--- src/rtl/assert_macros.svh ---
// Assertion helpers included by tree_object_entry_parser.sv.
`ifndef ASSERT_MACROS_SVH
`define ASSERT_MACROS_SVH

// Check that cons holds in the same cycle as ante, outside reset.
`define ASSERT_IMPLY(label, clk, rst_n, ante, cons) \
    label: assert property (@(posedge clk) disable iff (!(rst_n)) (ante) |-> (cons)) \
        else $error("assertion failed: ante |-> cons");

// Check that cons holds in the cycle after ante; reset is not masked.
`define ASSERT_NEXT(label, clk, ante, cons) \
    label: assert property (@(posedge clk) (ante) |=> (cons)) \
        else $error("assertion failed: ante |=> cons");

`endif

--- src/rtl/toep_pkg.sv ---
package toep_pkg;

    // Result kinds
    localparam logic [2:0] KIND_NAME_BYTE  = 3'd0;
    localparam logic [2:0] KIND_HASH_BYTE  = 3'd1;
    localparam logic [2:0] KIND_ENTRY_DONE = 3'd2;
    localparam logic [2:0] KIND_END_OK     = 3'd3;
    localparam logic [2:0] KIND_ERROR      = 3'd4;

    // Error codes
    localparam logic [1:0] ERR_MODE_LONG = 2'd0;
    localparam logic [1:0] ERR_NAME_LONG = 2'd1;
    localparam logic [1:0] ERR_TRUNCATED = 2'd2;

    // Parser phases
    localparam logic [1:0] PH_MODE = 2'd0;
    localparam logic [1:0] PH_NAME = 2'd1;
    localparam logic [1:0] PH_HASH = 2'd2;

    // Special bytes
    localparam logic [7:0] CH_SPACE = 8'h20;
    localparam logic [7:0] CH_NUL   = 8'h00;
    localparam logic [7:0] CH_ZERO  = 8'h30;
    localparam logic [7:0] CH_SEVEN = 8'h37;

    // Queue between front and back
    localparam int Q_DEPTH = 4;
    localparam int Q_AW    = 2;
    localparam int Q_CW    = 3;

    typedef struct packed {
        logic [2:0]  kind;
        logic [7:0]  byte_value;
        logic [7:0]  byte_position;
        logic [31:0] entry_mode;
        logic [10:0] entry_number;
        logic [1:0]  error_code;
        logic        run_end;
    } t_result;

    // Up to two results caused by one byte
    typedef struct packed {
        logic    has_second;
        t_result first;
        t_result second;
    } t_pair;

endpackage

--- src/rtl/toep_front.sv ---
module toep_front
    import toep_pkg::*;
#(
    parameter int MAX_ENTRIES        = 1024,
    parameter int DIGEST_BYTES       = 32,
    parameter int NAME_CAPACITY      = 256,
    parameter int MODE_TEXT_CAPACITY = 16
) (
    input  logic       i_clk,
    input  logic       i_rst_n,
    input  logic       i_accept,
    input  logic [7:0] i_data_byte,
    input  logic       i_final_byte,
    output logic       o_push,
    output t_pair      o_pair
);

    localparam int EW = $clog2(MAX_ENTRIES + 1);
    localparam int HW = (DIGEST_BYTES > 1) ? $clog2(DIGEST_BYTES) : 1;
    localparam int NW = $clog2(NAME_CAPACITY);
    localparam int MW = $clog2(MODE_TEXT_CAPACITY);

    logic [1:0]    r_phase, n_phase;
    logic [31:0]   r_mode, n_mode;
    logic [MW-1:0] r_mode_len, n_mode_len;
    logic          r_stopped, n_stopped;
    logic [NW-1:0] r_name_len, n_name_len;
    logic [HW-1:0] r_hash_len, n_hash_len;
    logic [EW-1:0] r_entries, n_entries;
    logic          r_failed, n_failed;

    logic          active;
    logic          a_vld, b_vld;
    t_result       res_a, res_b;
    logic [15:0]   name_ext, hash_ext, ent_ext;

    assign name_ext     = 16'(r_name_len);
    assign hash_ext     = 16'(r_hash_len);
    assign ent_ext      = 16'(r_entries);

    // Classify the byte and work out the next parser state
    always_comb begin
        n_phase    = r_phase;
        n_mode     = r_mode;
        n_mode_len = r_mode_len;
        n_stopped  = r_stopped;
        n_name_len = r_name_len;
        n_hash_len = r_hash_len;
        n_entries  = r_entries;
        n_failed   = r_failed;
        res_a      = '0;
        res_b      = '0;
        a_vld      = 1'b0;
        b_vld      = 1'b0;
        active     = !r_failed && (r_entries < EW'(MAX_ENTRIES));

        if (active) begin
            case (r_phase)
                PH_NAME: begin
                    if (i_data_byte == CH_NUL) begin
                        n_phase    = PH_HASH;
                        n_hash_len = '0;
                    end else if (r_name_len == NW'(NAME_CAPACITY - 1)) begin
                        a_vld            = 1'b1;
                        res_a.kind       = KIND_ERROR;
                        res_a.error_code = ERR_NAME_LONG;
                        n_failed         = 1'b1;
                    end else begin
                        a_vld               = 1'b1;
                        res_a.kind          = KIND_NAME_BYTE;
                        res_a.byte_value    = i_data_byte;
                        res_a.byte_position = name_ext[7:0];
                        n_name_len          = r_name_len + NW'(1);
                    end
                end
                PH_HASH: begin
                    a_vld               = 1'b1;
                    res_a.byte_value    = i_data_byte;
                    res_a.byte_position = hash_ext[7:0];
                    if (r_hash_len == HW'(DIGEST_BYTES - 1)) begin
                        res_a.kind         = KIND_ENTRY_DONE;
                        res_a.entry_mode   = r_mode;
                        res_a.entry_number = ent_ext[10:0];
                        n_entries          = r_entries + EW'(1);
                        n_phase            = PH_MODE;
                        n_mode             = '0;
                        n_mode_len         = '0;
                        n_stopped          = 1'b0;
                        n_name_len         = '0;
                        n_hash_len         = '0;
                    end else begin
                        res_a.kind = KIND_HASH_BYTE;
                        n_hash_len = r_hash_len + HW'(1);
                    end
                end
                default: begin
                    if (i_data_byte == CH_SPACE) begin
                        n_phase    = PH_NAME;
                        n_name_len = '0;
                    end else if (r_mode_len == MW'(MODE_TEXT_CAPACITY - 1)) begin
                        a_vld            = 1'b1;
                        res_a.kind       = KIND_ERROR;
                        res_a.error_code = ERR_MODE_LONG;
                        n_failed         = 1'b1;
                    end else begin
                        n_mode_len = r_mode_len + MW'(1);
                        if (!r_stopped && (i_data_byte inside {[CH_ZERO:CH_SEVEN]})) begin
                            n_mode = {r_mode[28:0], i_data_byte[2:0]};
                        end else begin
                            n_stopped = 1'b1;
                        end
                    end
                end
            endcase

            // Flag an entry left unfinished by the last byte
            if (i_final_byte && !n_failed && !(n_phase == PH_MODE && n_mode_len == '0)) begin
                b_vld            = 1'b1;
                res_b.kind       = KIND_ERROR;
                res_b.error_code = ERR_TRUNCATED;
                n_failed         = 1'b1;
            end
        end

        // Close the object and return to the reset state
        if (i_final_byte) begin
            if (!n_failed) begin
                b_vld              = 1'b1;
                res_b.kind         = KIND_END_OK;
                res_b.entry_number = 11'(n_entries);
            end
            n_phase    = PH_MODE;
            n_mode     = '0;
            n_mode_len = '0;
            n_stopped  = 1'b0;
            n_name_len = '0;
            n_hash_len = '0;
            n_entries  = '0;
            n_failed   = 1'b0;
        end
    end

    // Pack the results in order and mark the last one
    always_comb begin
        o_pair            = '0;
        o_pair.has_second = a_vld && b_vld;
        o_pair.first      = a_vld ? res_a : res_b;
        o_pair.second     = res_b;
        if (a_vld && b_vld) begin
            o_pair.second.run_end = 1'b1;
        end else begin
            o_pair.first.run_end = 1'b1;
        end
    end

    assign o_push = i_accept && (a_vld || b_vld);

    // Advance the parser state on each transfer
    always_ff @(posedge i_clk) begin
        if (!i_rst_n) begin
            r_phase    <= PH_MODE;
            r_mode     <= '0;
            r_mode_len <= '0;
            r_stopped  <= 1'b0;
            r_name_len <= '0;
            r_hash_len <= '0;
            r_entries  <= '0;
            r_failed   <= 1'b0;
        end else if (i_accept) begin
            r_phase    <= n_phase;
            r_mode     <= n_mode;
            r_mode_len <= n_mode_len;
            r_stopped  <= n_stopped;
            r_name_len <= n_name_len;
            r_hash_len <= n_hash_len;
            r_entries  <= n_entries;
            r_failed   <= n_failed;
        end
    end

endmodule

--- src/rtl/toep_queue.sv ---
module toep_queue
    import toep_pkg::*;
(
    input  logic  i_clk,
    input  logic  i_rst_n,
    input  logic  i_push,
    input  t_pair i_pair,
    input  logic  i_deq,
    output t_pair o_head,
    output logic  o_empty,
    output logic  o_full
);

    t_pair           r_mem [Q_DEPTH];
    logic [Q_AW-1:0] r_wr, r_rd;
    logic [Q_CW-1:0] r_count;
    logic            do_wr, do_rd;

    assign o_empty = (r_count == '0);
    assign o_full  = (r_count == Q_CW'(Q_DEPTH));
    assign o_head  = r_mem[r_rd];
    assign do_wr   = i_push && !o_full;
    assign do_rd   = i_deq && !o_empty;

    // Store pushed pairs
    always_ff @(posedge i_clk) begin
        if (do_wr) begin
            r_mem[r_wr] <= i_pair;
        end
    end

    // Advance pointers and occupancy
    always_ff @(posedge i_clk) begin
        if (!i_rst_n) begin
            r_wr    <= '0;
            r_rd    <= '0;
            r_count <= '0;
        end else begin
            if (do_wr) begin
                r_wr <= r_wr + Q_AW'(1);
            end
            if (do_rd) begin
                r_rd <= r_rd + Q_AW'(1);
            end
            case ({do_wr, do_rd})
                2'b10:   r_count <= r_count + Q_CW'(1);
                2'b01:   r_count <= r_count - Q_CW'(1);
                default: r_count <= r_count;
            endcase
        end
    end

endmodule

--- src/rtl/toep_back.sv ---
module toep_back
    import toep_pkg::*;
(
    input  logic    i_clk,
    input  logic    i_rst_n,
    input  t_pair   i_head,
    input  logic    i_q_empty,
    output logic    o_deq,
    input  logic    i_pop,
    output logic    o_empty,
    output t_result o_result
);

    logic    r_out_vld, r_pend_vld;
    t_result r_out, r_pend;
    logic    slot_free;

    assign slot_free = !r_out_vld || i_pop;
    assign o_deq     = slot_free && !r_pend_vld && !i_q_empty;
    assign o_empty   = !r_out_vld;
    assign o_result  = r_out;

    // Refill the output register from the held second result or the queue
    always_ff @(posedge i_clk) begin
        if (!i_rst_n) begin
            r_out_vld  <= 1'b0;
            r_pend_vld <= 1'b0;
        end else if (slot_free) begin
            if (r_pend_vld) begin
                r_out_vld  <= 1'b1;
                r_pend_vld <= 1'b0;
            end else if (!i_q_empty) begin
                r_out_vld  <= 1'b1;
                r_pend_vld <= i_head.has_second;
            end else begin
                r_out_vld <= 1'b0;
            end
        end
    end

    // Result payload
    always_ff @(posedge i_clk) begin
        if (slot_free) begin
            if (r_pend_vld) begin
                r_out <= r_pend;
            end else if (!i_q_empty) begin
                r_out  <= i_head.first;
                r_pend <= i_head.second;
            end
        end
    end

endmodule

--- src/rtl/tree_object_entry_parser.sv ---
// Channel  | Handshake             | Payload
// ---------+-----------------------+------------------------------------------
// input    | i_push / o_full       | i_data_byte, i_final_byte
// result   | o_empty / i_pop       | o_kind, o_byte_value, o_byte_position,
//          |                       | o_entry_mode, o_entry_number,
//          |                       | o_error_code, o_run_end
//
// One byte is taken per cycle unless o_full; each taken byte updates parser state.
// A byte yields up to two results; the output register drains one per i_pop cycle.
// Results pass the queue, then the output register; 4-pair queue sets stall slack.
// Reset (i_rst_n low, synchronous) clears parser state, queue and output register.
`include "assert_macros.svh"

module tree_object_entry_parser
    import toep_pkg::*;
#(
    parameter int MAX_ENTRIES        = 1024,
    parameter int DIGEST_BYTES       = 32,
    parameter int NAME_CAPACITY      = 256,
    parameter int MODE_TEXT_CAPACITY = 16
) (
    input  logic        i_clk,
    input  logic        i_rst_n,
    input  logic        i_push,
    output logic        o_full,
    input  logic [7:0]  i_data_byte,
    input  logic        i_final_byte,
    output logic        o_empty,
    input  logic        i_pop,
    output logic [2:0]  o_kind,
    output logic [7:0]  o_byte_value,
    output logic [7:0]  o_byte_position,
    output logic [31:0] o_entry_mode,
    output logic [10:0] o_entry_number,
    output logic [1:0]  o_error_code,
    output logic        o_run_end
);

    logic    accept, q_push, q_deq, q_empty, q_full;
    t_pair   q_in, q_head;
    t_result res;

    assign accept = i_push && !q_full;
    assign o_full = q_full;

    // Parse bytes
    toep_front #(
        .MAX_ENTRIES        (MAX_ENTRIES),
        .DIGEST_BYTES       (DIGEST_BYTES),
        .NAME_CAPACITY      (NAME_CAPACITY),
        .MODE_TEXT_CAPACITY (MODE_TEXT_CAPACITY)
    ) u_front (
        .i_clk        (i_clk),
        .i_rst_n      (i_rst_n),
        .i_accept     (accept),
        .i_data_byte  (i_data_byte),
        .i_final_byte (i_final_byte),
        .o_push       (q_push),
        .o_pair       (q_in)
    );

    // Decouple parse from delivery
    toep_queue u_queue (
        .i_clk   (i_clk),
        .i_rst_n (i_rst_n),
        .i_push  (q_push),
        .i_pair  (q_in),
        .i_deq   (q_deq),
        .o_head  (q_head),
        .o_empty (q_empty),
        .o_full  (q_full)
    );

    // Deliver results one at a time
    toep_back u_back (
        .i_clk     (i_clk),
        .i_rst_n   (i_rst_n),
        .i_head    (q_head),
        .i_q_empty (q_empty),
        .o_deq     (q_deq),
        .i_pop     (i_pop),
        .o_empty   (o_empty),
        .o_result  (res)
    );

    assign o_kind          = res.kind;
    assign o_byte_value    = res.byte_value;
    assign o_byte_position = res.byte_position;
    assign o_entry_mode    = res.entry_mode;
    assign o_entry_number  = res.entry_number;
    assign o_error_code    = res.error_code;
    assign o_run_end       = res.run_end;

    // The last hash byte always travels with the entry-done result
    `ASSERT_IMPLY(a_hash_pos, i_clk, i_rst_n, !o_empty && o_kind == KIND_HASH_BYTE, o_byte_position < 8'(DIGEST_BYTES - 1))

    // Error results carry only a valid code
    `ASSERT_IMPLY(a_err_clean, i_clk, i_rst_n, !o_empty && o_kind == KIND_ERROR, o_error_code != 2'd3 && o_entry_mode == '0 && o_byte_value == '0)

    // Reset leaves both sides idle
    `ASSERT_NEXT(a_reset_idle, i_clk, !i_rst_n, o_empty && !o_full)

endmodule
--- config.mk ---
export PLATFORM = sky130hd
export DESIGN_NAME = tree_object_entry_parser
export DESIGN_NICKNAME = d
export VERILOG_FILES = /design/src/rtl/toep_pkg.sv /design/src/rtl/toep_front.sv /design/src/rtl/toep_queue.sv /design/src/rtl/toep_back.sv /design/src/rtl/tree_object_entry_parser.sv
export VERILOG_INCLUDE_DIRS = /design/src /design/src/rtl
export SDC_FILE = /design/constraint.sdc
export NUM_CORES = 1
export LEC_CHECK = 0
export BUFFER_PORTS_ARGS = -buffer_cell sky130_fd_sc_hd__buf_4
export CORE_MARGIN = 4
export CORE_UTILIZATION = 52
export DETAILED_ROUTE_END_ITERATION = 10
export PLACE_DENSITY = 0.69
export SYNTH_ARGS = -nofsm -noshare
export SYNTH_HDL_FRONTEND = slang
export SYNTH_SLANG_ARGS = --single-unit
--- constraint.sdc ---
create_clock -name i_clk -period 5.5 [get_ports i_clk]
set_input_delay 0.275 -clock i_clk [delete_from_list [all_inputs] [get_ports i_clk]]
set_output_delay 0.275 -clock i_clk [all_outputs]
set_load 0.005 [all_outputs]
## Word level (Yosys, flattened, before mapping)

Memories as Yosys holds them, arrays and structs flattened. A register that Yosys moved wholly into a read port is not among the register bits.
Cells that the tools add are included.

| operators by class | value |
|---|---|
| $add $sub $neg | 8 |
| order comparisons | 3 |
| eq/ne operators | 18 |
| mux-type cells | 98 |
| bitwise operators | 2 |
| reductions and logical operators | 39 |

Operators with widths:

| kind | number |
|---|---|
| 65-bit 2-to-1 mux | 3 |
| 32-bit 2-to-1 mux | 6 |
| 43-bit 2-to-1 mux | 2 |
| 11-bit 2-to-1 mux | 6 |
| 64-bit 2-to-1 mux | 1 |
| 32-bit case mux with 2 select lines | 1 |
| 8-bit 2-to-1 mux | 6 |
| 16-bit case mux with 2 select lines | 1 |
| 1-bit 2-to-1 mux | 31 |
| 2-bit 2-to-1 mux | 13 |
| 4-bit 2-to-1 mux | 6 |
| 3-bit 2-to-1 mux | 7 |
| 5-bit 2-to-1 mux | 4 |
| 19-bit 2-to-1 mux | 1 |
| 16-bit 2-to-1 mux | 1 |
| 8-bit case mux with 2 select lines | 1 |
| 3-bit inequality test, second input constant | 5 |
| 7-bit AND reduction | 2 |
| 1-bit logical AND | 13 |
| 3-bit case mux with 2 select lines | 2 |
| 11-bit by 1-bit adder with 11-bit output, second input constant | 1 |
| 11-bit < comparator, second input constant | 1 |
| 5-bit case mux with 2 select lines | 1 |
| 8-bit by 1-bit adder with 8-bit output, second input constant | 1 |
| other kinds (33) | 52 |

| storage, ports and cells | value |
|---|---|
| flip-flop bits (word level) | 203 |
| bits in writable memories | 332 |
| input port bits | 13 |
| output and inout port bits | 67 |
| word-level logic and storage cells | 196 |
| memories kept | 1 |

Memories:

| name | words | width | rd ports | clocked after memory_dff | wr ports | RTL line | RTL |
|---|---|---|---|---|---|---|---|
| u_queue.r_mem | 4 | 83 | 1 | 1 | 1 | toep_queue.sv:14 | `t_pair r_mem [Q_DEPTH];` |

## Logic depth before layout (Yosys ltp)

Gate-level depths: netlist of the first run.

| depth | value |
|---|---|
| word-level depth | 18 |
| mapped depth | 15 |
| mapped depth without buffers | 13 |

## By module

Synthesis of the first run repeated with hierarchy kept, for this count alone.

| unflattened totals | value |
|---|---|
| cell total of the unflattened synthesis | 1508 |
| area, all modules | 28597.4 sq um |

Modules (own cells, without submodules):

| module | instances | cells each | area an instance (sq um) | sequential area each (sq um) |
|---|---|---|---|---|
| toep_queue | 1 | 739 | 19392.3 | 15915.3 |
| toep_back | 1 | 216 | 4835.9 | 3943.8 |
| toep_front | 1 | 552 | 4355.4 | 1281.2 |
| tree_object_entry_parser | 1 | 1 | 13.8 | 0.0 |

## Least setup slack after synthesis of the first run

Ideal clock, no wire load.

| timing path | value |
|---|---|
| path kind | register to register |
| from | register u_front.r_phase[0] |
| to | memory u_queue.r_mem[0][0] in the netlist's numbering, enable pin |
| setup time | 0.447 ns |
| arrival time | 3.767 ns |
| required time | 5.053 ns |
| setup slack | 1.286 ns |
| cell stages (with the launch flop) | 9 |
| buffers on the path | 2 |
| period minus slack after synthesis | 4.214 ns |
| cells stage by stage | dfxtp_1 > inv_1 > ha_1 > clkbuf_1 > clkbuf_1 > o32a_1 > o21ai_1 > a21oi_2 > and2_1 |

| on the way | value |
|---|---|
| word-level cells in the longest chain between the ends | 16 |
| elaborated cells on any way between the ends | 31 |
| classes of those cells | 2 x eq/ne; 19 x mux; 10 x reduce/logical |

RTL lines:

| what | RTL line | RTL |
|---|---|---|
| start: declaration | toep_front.sv:23 | `logic [1:0] r_phase, n_phase;` |
| start signal: assignment | toep_front.sv:170 | `r_phase <= n_phase;` |
| 2-bit equality test (tied with other cells) | toep_front.sv:58 | `case (r_phase)` |
| 4-bit case mux with 2 select lines / 2-bit case mux with 2 select lines (equally long branches) | toep_front.sv:58 |  |
| 4-bit 2-to-1 mux / 2-bit 2-to-1 mux (equally long branches) | toep_front.sv:57 | `if (active) begin` |
| 4-bit zero test / 2-bit zero test (equally long branches) | toep_front.sv:117 | `if (i_final_byte && !n_failed && !(n_phase == PH_MODE && n_mode_len == '0)) begin` |
| 1-bit logical AND | toep_front.sv:117 |  |
| 1-bit zero test | toep_front.sv:117 |  |
| 1-bit logical AND | toep_front.sv:117 |  |
| 1-bit 2-to-1 mux | toep_front.sv:117 |  |
| 1-bit 2-to-1 mux | toep_front.sv:57 |  |
| 1-bit 2-to-1 mux | toep_front.sv:127 | `if (!n_failed) begin` |
| 1-bit 2-to-1 mux | toep_front.sv:126 | `if (i_final_byte) begin` |
| 1-bit logical OR (*) | toep_front.sv:156 | `assign o_push = i_accept && (a_vld \|\| b_vld);` |
| 1-bit logical AND (*) | toep_front.sv:156 |  |
| 1-bit logical AND (*) | toep_queue.sv:22 | `assign do_wr = i_push && !o_full;` |
| 1-bit 2-to-1 mux (*) | toep_queue.sv:27 | `if (do_wr) begin` |
| 1-bit 2-to-1 mux (not written as such) (*) | toep_queue.sv:28 | `r_mem[r_wr] <= i_pair;` |
| end: declaration | toep_queue.sv:14 |  |

Mark *: on every way between the ends. The rest lies on a longest branch, timed or not. The select of a mux whose other input is x is not followed.

## Final worst setup path of the first run

| timing path | value |
|---|---|
| from | input port i_data_byte[1] |
| to | memory u_queue.r_mem[1][35] in the netlist's numbering, enable pin |

| on the way | value |
|---|---|
| word-level cells in the longest chain between the ends | 17 |
| elaborated cells on any way between the ends | 35 |
| classes of those cells | 1 x eq/ne; 23 x mux; 11 x reduce/logical |

RTL lines:

| what | RTL line | RTL |
|---|---|---|
| start: declaration | tree_object_entry_parser.sv:26 | `input logic [7:0] i_data_byte,` |
| 8-bit by 6-bit equality test with 1-bit output / 8-bit zero test (equally long branches) | toep_front.sv:97, toep_front.sv:60 |  |
| 4-bit 2-to-1 mux (tied with other cells) | toep_front.sv:97 | `if (i_data_byte == CH_SPACE) begin` |
| 4-bit case mux with 2 select lines / 2-bit case mux with 2 select lines (equally long branches) | toep_front.sv:58 |  |
| 4-bit 2-to-1 mux / 2-bit 2-to-1 mux (equally long branches) | toep_front.sv:57 |  |
| 4-bit zero test / 2-bit zero test (equally long branches) | toep_front.sv:117 |  |
| 1-bit logical AND | toep_front.sv:117 |  |
| 1-bit zero test | toep_front.sv:117 |  |
| 1-bit logical AND | toep_front.sv:117 |  |
| 1-bit 2-to-1 mux | toep_front.sv:117 |  |
| 1-bit 2-to-1 mux | toep_front.sv:57 |  |
| 1-bit 2-to-1 mux | toep_front.sv:127 |  |
| 1-bit 2-to-1 mux | toep_front.sv:126 |  |
| 1-bit logical OR (*) | toep_front.sv:156 |  |
| 1-bit logical AND (*) | toep_front.sv:156 |  |
| 1-bit logical AND (*) | toep_queue.sv:22 |  |
| 1-bit 2-to-1 mux (*) | toep_queue.sv:27 |  |
| 1-bit 2-to-1 mux (not written as such) (*) | toep_queue.sv:28 |  |

Marks and branches as above.

==> reports/qor.csv, run 1 <==
metric;value;unit
rows;69;
worstMarginPinSlew;1.17;ns
cts_resized;0;
drtIter0Drc;916;
cts_tree;yes;
slowest_delay;0.80;ns
crit_chain;dlygate4sd3_1, buf_4, or4b_1, o21ai_1, o32a_1, o21ai_1, a21oi_2, and2_4, buf_4;
wl_per_cell;22.1;µm
grt_overflow;0;
holdPathStages;2;
r2r-end;u_queue.r_mem[1][35]$_DFFE_PP_;
pwr-share-comb;17.0;%
run_status;finished clean;
crit_family;simple AND/OR/NAND/NOR gates;
place_area;20000;µm²
cts-root-buf;clkbuf_16;
swShare;24.2;%
cts_buffers;47;
post-route-period-util;65.8;%
clockPowerShare;33.4;%
clock_latency;0.56;ns
vias;9985;
report.final.setup_viol;0;
path_buf_inv;3;
antenna_cells;0;
gr-usage-all-layers;19.2;%
reg2reg_setup_slack;1.89;ns
dieArea;39500;µm²
holdPathEnd;u_front.r_mode[0]$_SDFFE_PN0P_;
hp-class;in -> reg;
drv_cap;0;
hold_violations;0;
rr_startpoint;u_front.r_phase[0]$_SDFFE_PN0P_;
min_from;i_data_byte[0];
ys.flop_type;edfxtp_1;
r2r.worst_path.cells;8;
power.internal;7.20;mW
maxClockFrequency;0.276;GHz
ios;80;
power_density;440;nW/µm²
synth.avg_cell_area;16.9;µm²
worst_ep_required_time;5.73;ns
syn-cell-area;18900;µm²
start_util;53.0;%
power.leakage;7.16;nW
critPathCaptureType;flip-flop;
vdd_ir_drop_max;0.279;mV
drcViolationCount;0;
final_cell_area;21600;µm²
relSlewSlack;22.1;%
finClkSkew;0.00954;ns
areaGrowthSynthToFinish;14.0;%
nFillCells;2654;
layout-drive-gt1-share;23.8;%
yosys.cell_types.count;77;
cts_buffer_depth;3;
grt_max_degree;70;
chipHeight;199;µm
final.setup.tns;0;ns
synthArstFlopShare;0;%
coreArea;35700;µm²
finalWeightedCongestion;0.870;
critPathLaunch;i_data_byte[1];
grt_pass1_vias;10119;
cts.sinks;475;
synth-edff-count;400;
critPathSlowestCell;and2_4;
rsz0062_at_grt;no;
synthesis.nets;1145;
grt_antenna_before_repair;0;
maxSlewViolCount;0;
switching_power;2.30;mW
port_buffers;79;
critPathMaxFanout;49;
yosys_warnings;0;
total_power;9.50;mW
grt_first_pass_wirelength;58.5;mm
dp_hpwl;22.6;mm
startpoint_type;input port;
final_nets;1231;
cts.htree.levels;2;
wl;37.6;mm
cp.arrival;3.85;ns
postRouteAntennaNets;0;
fin_crit;3.62;ns
whs;0.0299;ns
die_x;199;µm
pwr-share-seq;49.7;%
final_core_util;60.4;%
syn_inst;1118;
crit_type;in -> reg;
first_pass_iters;7;
synth_seq_cells;475;
clkSlewWorstSetupHoldPaths;0.06;ns
via_per_inst;5.86;
synth_seq_area_share;71.4;%
-- power by group through the flow --
stage               registers (mW)  clock network [mW]  logic, mW
floorplan                     4.73                   0      0.962
global placement              4.79                   0       1.63
detailed placement            4.81                   0       1.64
CTS                           4.74                3.24       1.65
global route                  4.77                3.40       1.76
finish                        4.72                3.17       1.61
-- flip-flops by register name, indices dropped and copies added (netlist names), named ones only --
signal              count
u_front.r_mode_len      4
u_back.r_out_vld        1
u_back.r_pend          15
u_front.r_phase         2
u_front.r_hash_len      5
u_front.r_name_len      8
u_front.r_mode         32
u_front.r_entries      11
u_queue.r_count         3
u_back.r_pend_vld       1
u_front.r_stopped       1
u_queue.r_wr            2
u_front.r_failed        1
u_queue.r_rd            2
u_back.o_result        65
u_queue.r_mem         320
-- cells by family after synthesis --
| group | count (synthesis) | synth area share, % |
|---|---|---|
| compound gates | 146 | 5.90 |
| buf+inv | 75 | 1.65 |
| flops | 475 | 71.4 |
| xor+xnor | 15 | 0.694 |
| fa+ha+maj | 14 | 0.965 |
| simple gates | 293 | 8.71 |
| mux | 100 | 10.7 |
-- cell usage in the layout (no fill, tap or decap), drive strengths merged, types with 4 or more instances in the layout --
| cell type | netlist | final |
|---|---|---|
| o31ai | 5 | 5 |
| ha | 13 | 13 |
| and3 | 9 | 9 |
| inv | 19 | 20 |
| buf | 16 | 92 |
| a21o | 6 | 6 |
| or2 | 4 | 4 |
| o21ai | 32 | 32 |
| a22o | 29 | 29 |
| nand2b | 8 | 8 |
| or3 | 6 | 6 |
| nor3 | 17 | 17 |
| nor4 | 7 | 7 |
| nand3 | 20 | 20 |
| a21boi | 7 | 7 |
| nor2 | 48 | 48 |
| nand2 | 33 | 33 |
| and2 | 59 | 59 |
| a22oi | 13 | 13 |
| xor2 | 8 | 8 |
| clkinv | 0 | 16 |
| nor2b | 62 | 62 |
| xnor2 | 7 | 7 |
| edfxtp | 400 | 400 |
| a31oi | 7 | 7 |
| clkbuf | 40 | 67 |
| mux4 | 80 | 80 |
| a21oi | 18 | 18 |
| mux2i | 5 | 5 |
| nand4 | 8 | 8 |
| mux2 | 15 | 15 |
| dfxtp | 75 | 75 |
| nor3b | 5 | 5 |
-- per-stage QoR --
stage / instances / setup WS (ns)
after floorplan: 1118 / 1.29
after global placement: 1615 / 1.84
after detailed placement: 1615 / 1.77
after CTS: 1703 / 1.90
after global routing: 1703 / 1.62
final: 1703 / 1.88
-- worst register-to-register path, delay by kind of cell (launching register included) --
family	cells	cell delay, ns
simple gates	4	1.28
fa+ha+maj	1	0.64
buf+inv	2	0.50
compound gates	1	0.45
flops	1	0.40
-- repair_timing --
| action | in CTS | in global routing |
|---|---|---|
| endpoints found under the hold margin | 1 | 0 |
| hold buffers | 1 | 0 |
| setup buffers | 0 | 0 |
-- layer usage --
layer / vias up / GRT usage [%] / wire length [µm]
li1: 4550 / - / -
met1: 5098 / 26.8 / 16500
met2: 275 / 32.2 / 18700
met3: 62 / 2.85 / 1520
met4: 0 / 5.22 / 857
met5: - / 0 / 0
-- worst max-delay path by stage --
| stage | endpoint | cells after the start |
|---|---|---|
| floorplan | u_queue.r_mem[0][0]$_DFFE_PP_ | 8 |
| global placement | u_queue.r_mem[1][28]$_DFFE_PP_ | 8 |
| detailed placement | u_queue.r_mem[1][28]$_DFFE_PP_ | 8 |
| CTS | u_queue.r_mem[1][35]$_DFFE_PP_ | 8 |
| global route | u_queue.r_mem[1][39]$_DFFE_PP_ | 8 |
| finish | u_queue.r_mem[1][35]$_DFFE_PP_ | 9 |
-- cell usage after synthesis (all sizes together) (2+ instances only) --
library cell / n / share of area (%)
a22oi: 13 / 0.52
ha: 13 / 0.86
nor2b: 62 / 2.0
a21o: 6 / 0.24
a22o: 29 / 1.3
clkbuf: 40 / 0.79
o211ai: 3 / 0.12
buf: 16 / 0.48
mux2: 15 / 0.89
nand2: 33 / 0.65
and2: 59 / 2.0
mux2i: 5 / 0.26
nand3: 20 / 0.56
a41oi: 2 / 0.093
o21ai: 32 / 0.85
a32oi: 2 / 0.093
mux4: 80 / 9.5
nor3: 17 / 0.45
a221oi: 2 / 0.22
edfxtp: 400 / 63
a21oi: 18 / 0.56
nand4: 8 / 0.26
a21boi: 7 / 0.28
a311oi: 2 / 0.22
xnor2: 7 / 0.32
o41ai: 2 / 0.13
or3: 6 / 0.20
a31oi: 7 / 0.23
nor3b: 5 / 0.22
inv: 19 / 0.38
xor2: 8 / 0.37
nand2b: 8 / 0.30
nor4: 7 / 0.30
dfxtp: 75 / 7.9
or2: 4 / 0.13
and3: 9 / 0.30
nor2: 48 / 0.97
o31ai: 5 / 0.27
o22ai: 3 / 0.099
-- cell type report --
class	instances	area (µm²)	area share, %
clock buffers	67	1360	6.32
clock inverters	20	190	0.881
inverters	19	71.3	0.330
multi-input cells	568	5130	23.8
flip-flops and latches	475	13500	62.6
well taps	461	577	2.67
repair buffers	93	726	3.36
Power figures use the tool's default switching activity.
==> inputs of run 2 (changes only) <==
clock period = 3.76 ns   (was 5.5 ns; I/O delays follow)
==> reports/qor.csv, run 2 (synthesis gave the netlist of run 1 again) <==
metric;value;unit
pwr-share-comb;17.6;%
final.setup.tns;0;ns
holdPathStages;4;
regMostFlops;u_queue.r_mem;
report.final.setup_viol;0;
hp-class;in -> reg;
cts.sinks;475;
place_area;20300;µm²
coreArea;35700;µm²
critPathCaptureType;flip-flop;
cp.depth;14;
clkSlewWorstSetupHoldPaths;0.06;ns
power.internal;10.7;mW
drcViolationCount;0;
holdPathEnd;u_back.r_out_vld$_SDFFE_PN0N_;
critPathMaxFanout;8;
cts-root-buf;clkbuf_16;
slowest_delay;0.62;ns
die_x;199;µm
post-cts-setup-buffers;0;
vdd_ir_drop_max;0.558;mV
grt_pass1_vias;10378;
grt_max_degree;70;
maxSlewViolCount;0;
pwr-share-seq;48.7;%
startpoint_type;input port;
min_from;i_pop;
cts_tree;yes;
drv_cap;0;
total_power;14.1;mW
via_per_inst;5.84;
crit_chain;dlygate4sd3_1, buf_4, or4_4, o31ai_4, nand2_1, nand3_1, a21oi_2, inv_1, ha_1, inv_1, fa_1, xor2_1, or3_1, a21boi_0;
final_core_util;61.3;%
r2r.worst_path.cells;10;
start_util;53.0;%
cts.hold.buffers_added;3;
power.leakage;7.29;nW
port_buffers;79;
final_common_cell;edfxtp_1;
cts.htree.levels;2;
rsz0062_at_grt;no;
maxClockFrequency;0.294;GHz
dp_hpwl;22.8;mm
r2r-end;u_queue.r_mem[1][81]$_DFFE_PP_;
grt_overflow;0;
rr_startpoint;u_front.r_hash_len[0]$_SDFFE_PN0P_;
reg2reg_setup_slack;0.48;ns
swShare;24.0;%
wl;37.4;mm
drtIter0Drc;832;
final_nets;1252;
clockPowerShare;33.7;%
cp.arrival;3.87;ns
clock_latency;0.57;ns
grt_first_pass_wirelength;59.0;mm
antenna_cells;0;
fin_crit;3.40;ns
worstMarginPinSlew;0.943;ns
layout-drive-gt1-share;24.9;%
path_buf_inv;4;
first_pass_iters;5;
power_density;642;nW/µm²
whs;0.0536;ns
critPathSlowestCell;or4_4;
cts_buffers;48;
postRouteAntennaNets;0;
areaGrowthSynthToFinish;15.8;%
crit_family;simple AND/OR/NAND/NOR gates;
relSlewSlack;36.5;%
post-route-period-util;90.4;%
chipHeight;199;µm
switching_power;3.38;mW
run_status;finished clean;
finClkSkew;0.0212;ns
rows;69;
hold_violations;0;
final_cell_mix;edfxtp_1 (400), buf_4 (99), mux4_2 (80);
finalWeightedCongestion;0.873;
grt_antenna_before_repair;1;
crit_top_cell;inv_1;
cts_resized;0;
gr-usage-all-layers;19.3;%
largest_register_ff_count;320;
ios;80;
crit_type;in -> reg;
wl_per_cell;21.7;µm
dieArea;39500;µm²
vias;10074;
worst_ep_required_time;4.24;ns
final_cell_area;21900;µm²
cts_buffer_depth;3;
run 2: per-layer routing:
metal  global-route usage, %  up-vias  part of all wire (%)
li1                        -     4597                     -
met3                    3.07       56                   4.7
met2                    33.0      251                    50
met5                       0        -                     0
met1                    26.5     5170                    43
met4                    4.61        0                   1.7
run 2: tightest hold or removal path: stages:
cell and delay [ns]:
buf_4 0.08, nor2_1 0.11, inv_1 0.08, a21boi_0 0.09
run 2: per-stage QoR:
stage | std cells | worst slack [ns]
floorplan | 1118 | 0.419
global placement | 1633 | 0.474
detailed placement | 1633 | 0.363
CTS | 1726 | 0.370
global route | 1726 | 0.200
finish | 1726 | 0.363
run 2: layout make-up:
class                      count  area, µm²
fill                        2651      13800
sequential                   475      13500
clock buffer                  69       1380
inverter                      19       71.3
timing repair buffer         113        993
tap                          461        577
multi-input combinational    568       5130
clock inverter                21        243
run 2: how the worst max path moves through the flow:
stage,from,to,slack (ns)
2_1_floorplan,u_front.r_phase[0]$_SDFFE_PN0P_,u_queue.r_mem[0][0]$_DFFE_PP_,0.42
3_3_place_gp,i_data_byte[0],u_queue.r_count[2]$_SDFFE_PN0P_,0.47
3_5_place_dp,i_data_byte[0],u_queue.r_count[2]$_SDFFE_PN0P_,0.36
4_1_cts,i_data_byte[0],u_queue.r_count[2]$_SDFFE_PN0P_,0.37
5_1_grt,i_data_byte[0],u_queue.r_count[2]$_SDFFE_PN0P_,0.20
6_report,i_data_byte[0],u_queue.r_count[2]$_SDFFE_PN0P_,0.36
run 2: power by group through the flow:
stage	clock network, mW	logic [mW]	registers, mW
after floorplan	0	1.41	6.90
after global placement	0	2.51	6.95
after detailed placement	0	2.53	6.98
after CTS	4.85	2.55	6.88
after global routing	5.08	2.72	6.93
final	4.75	2.47	6.85
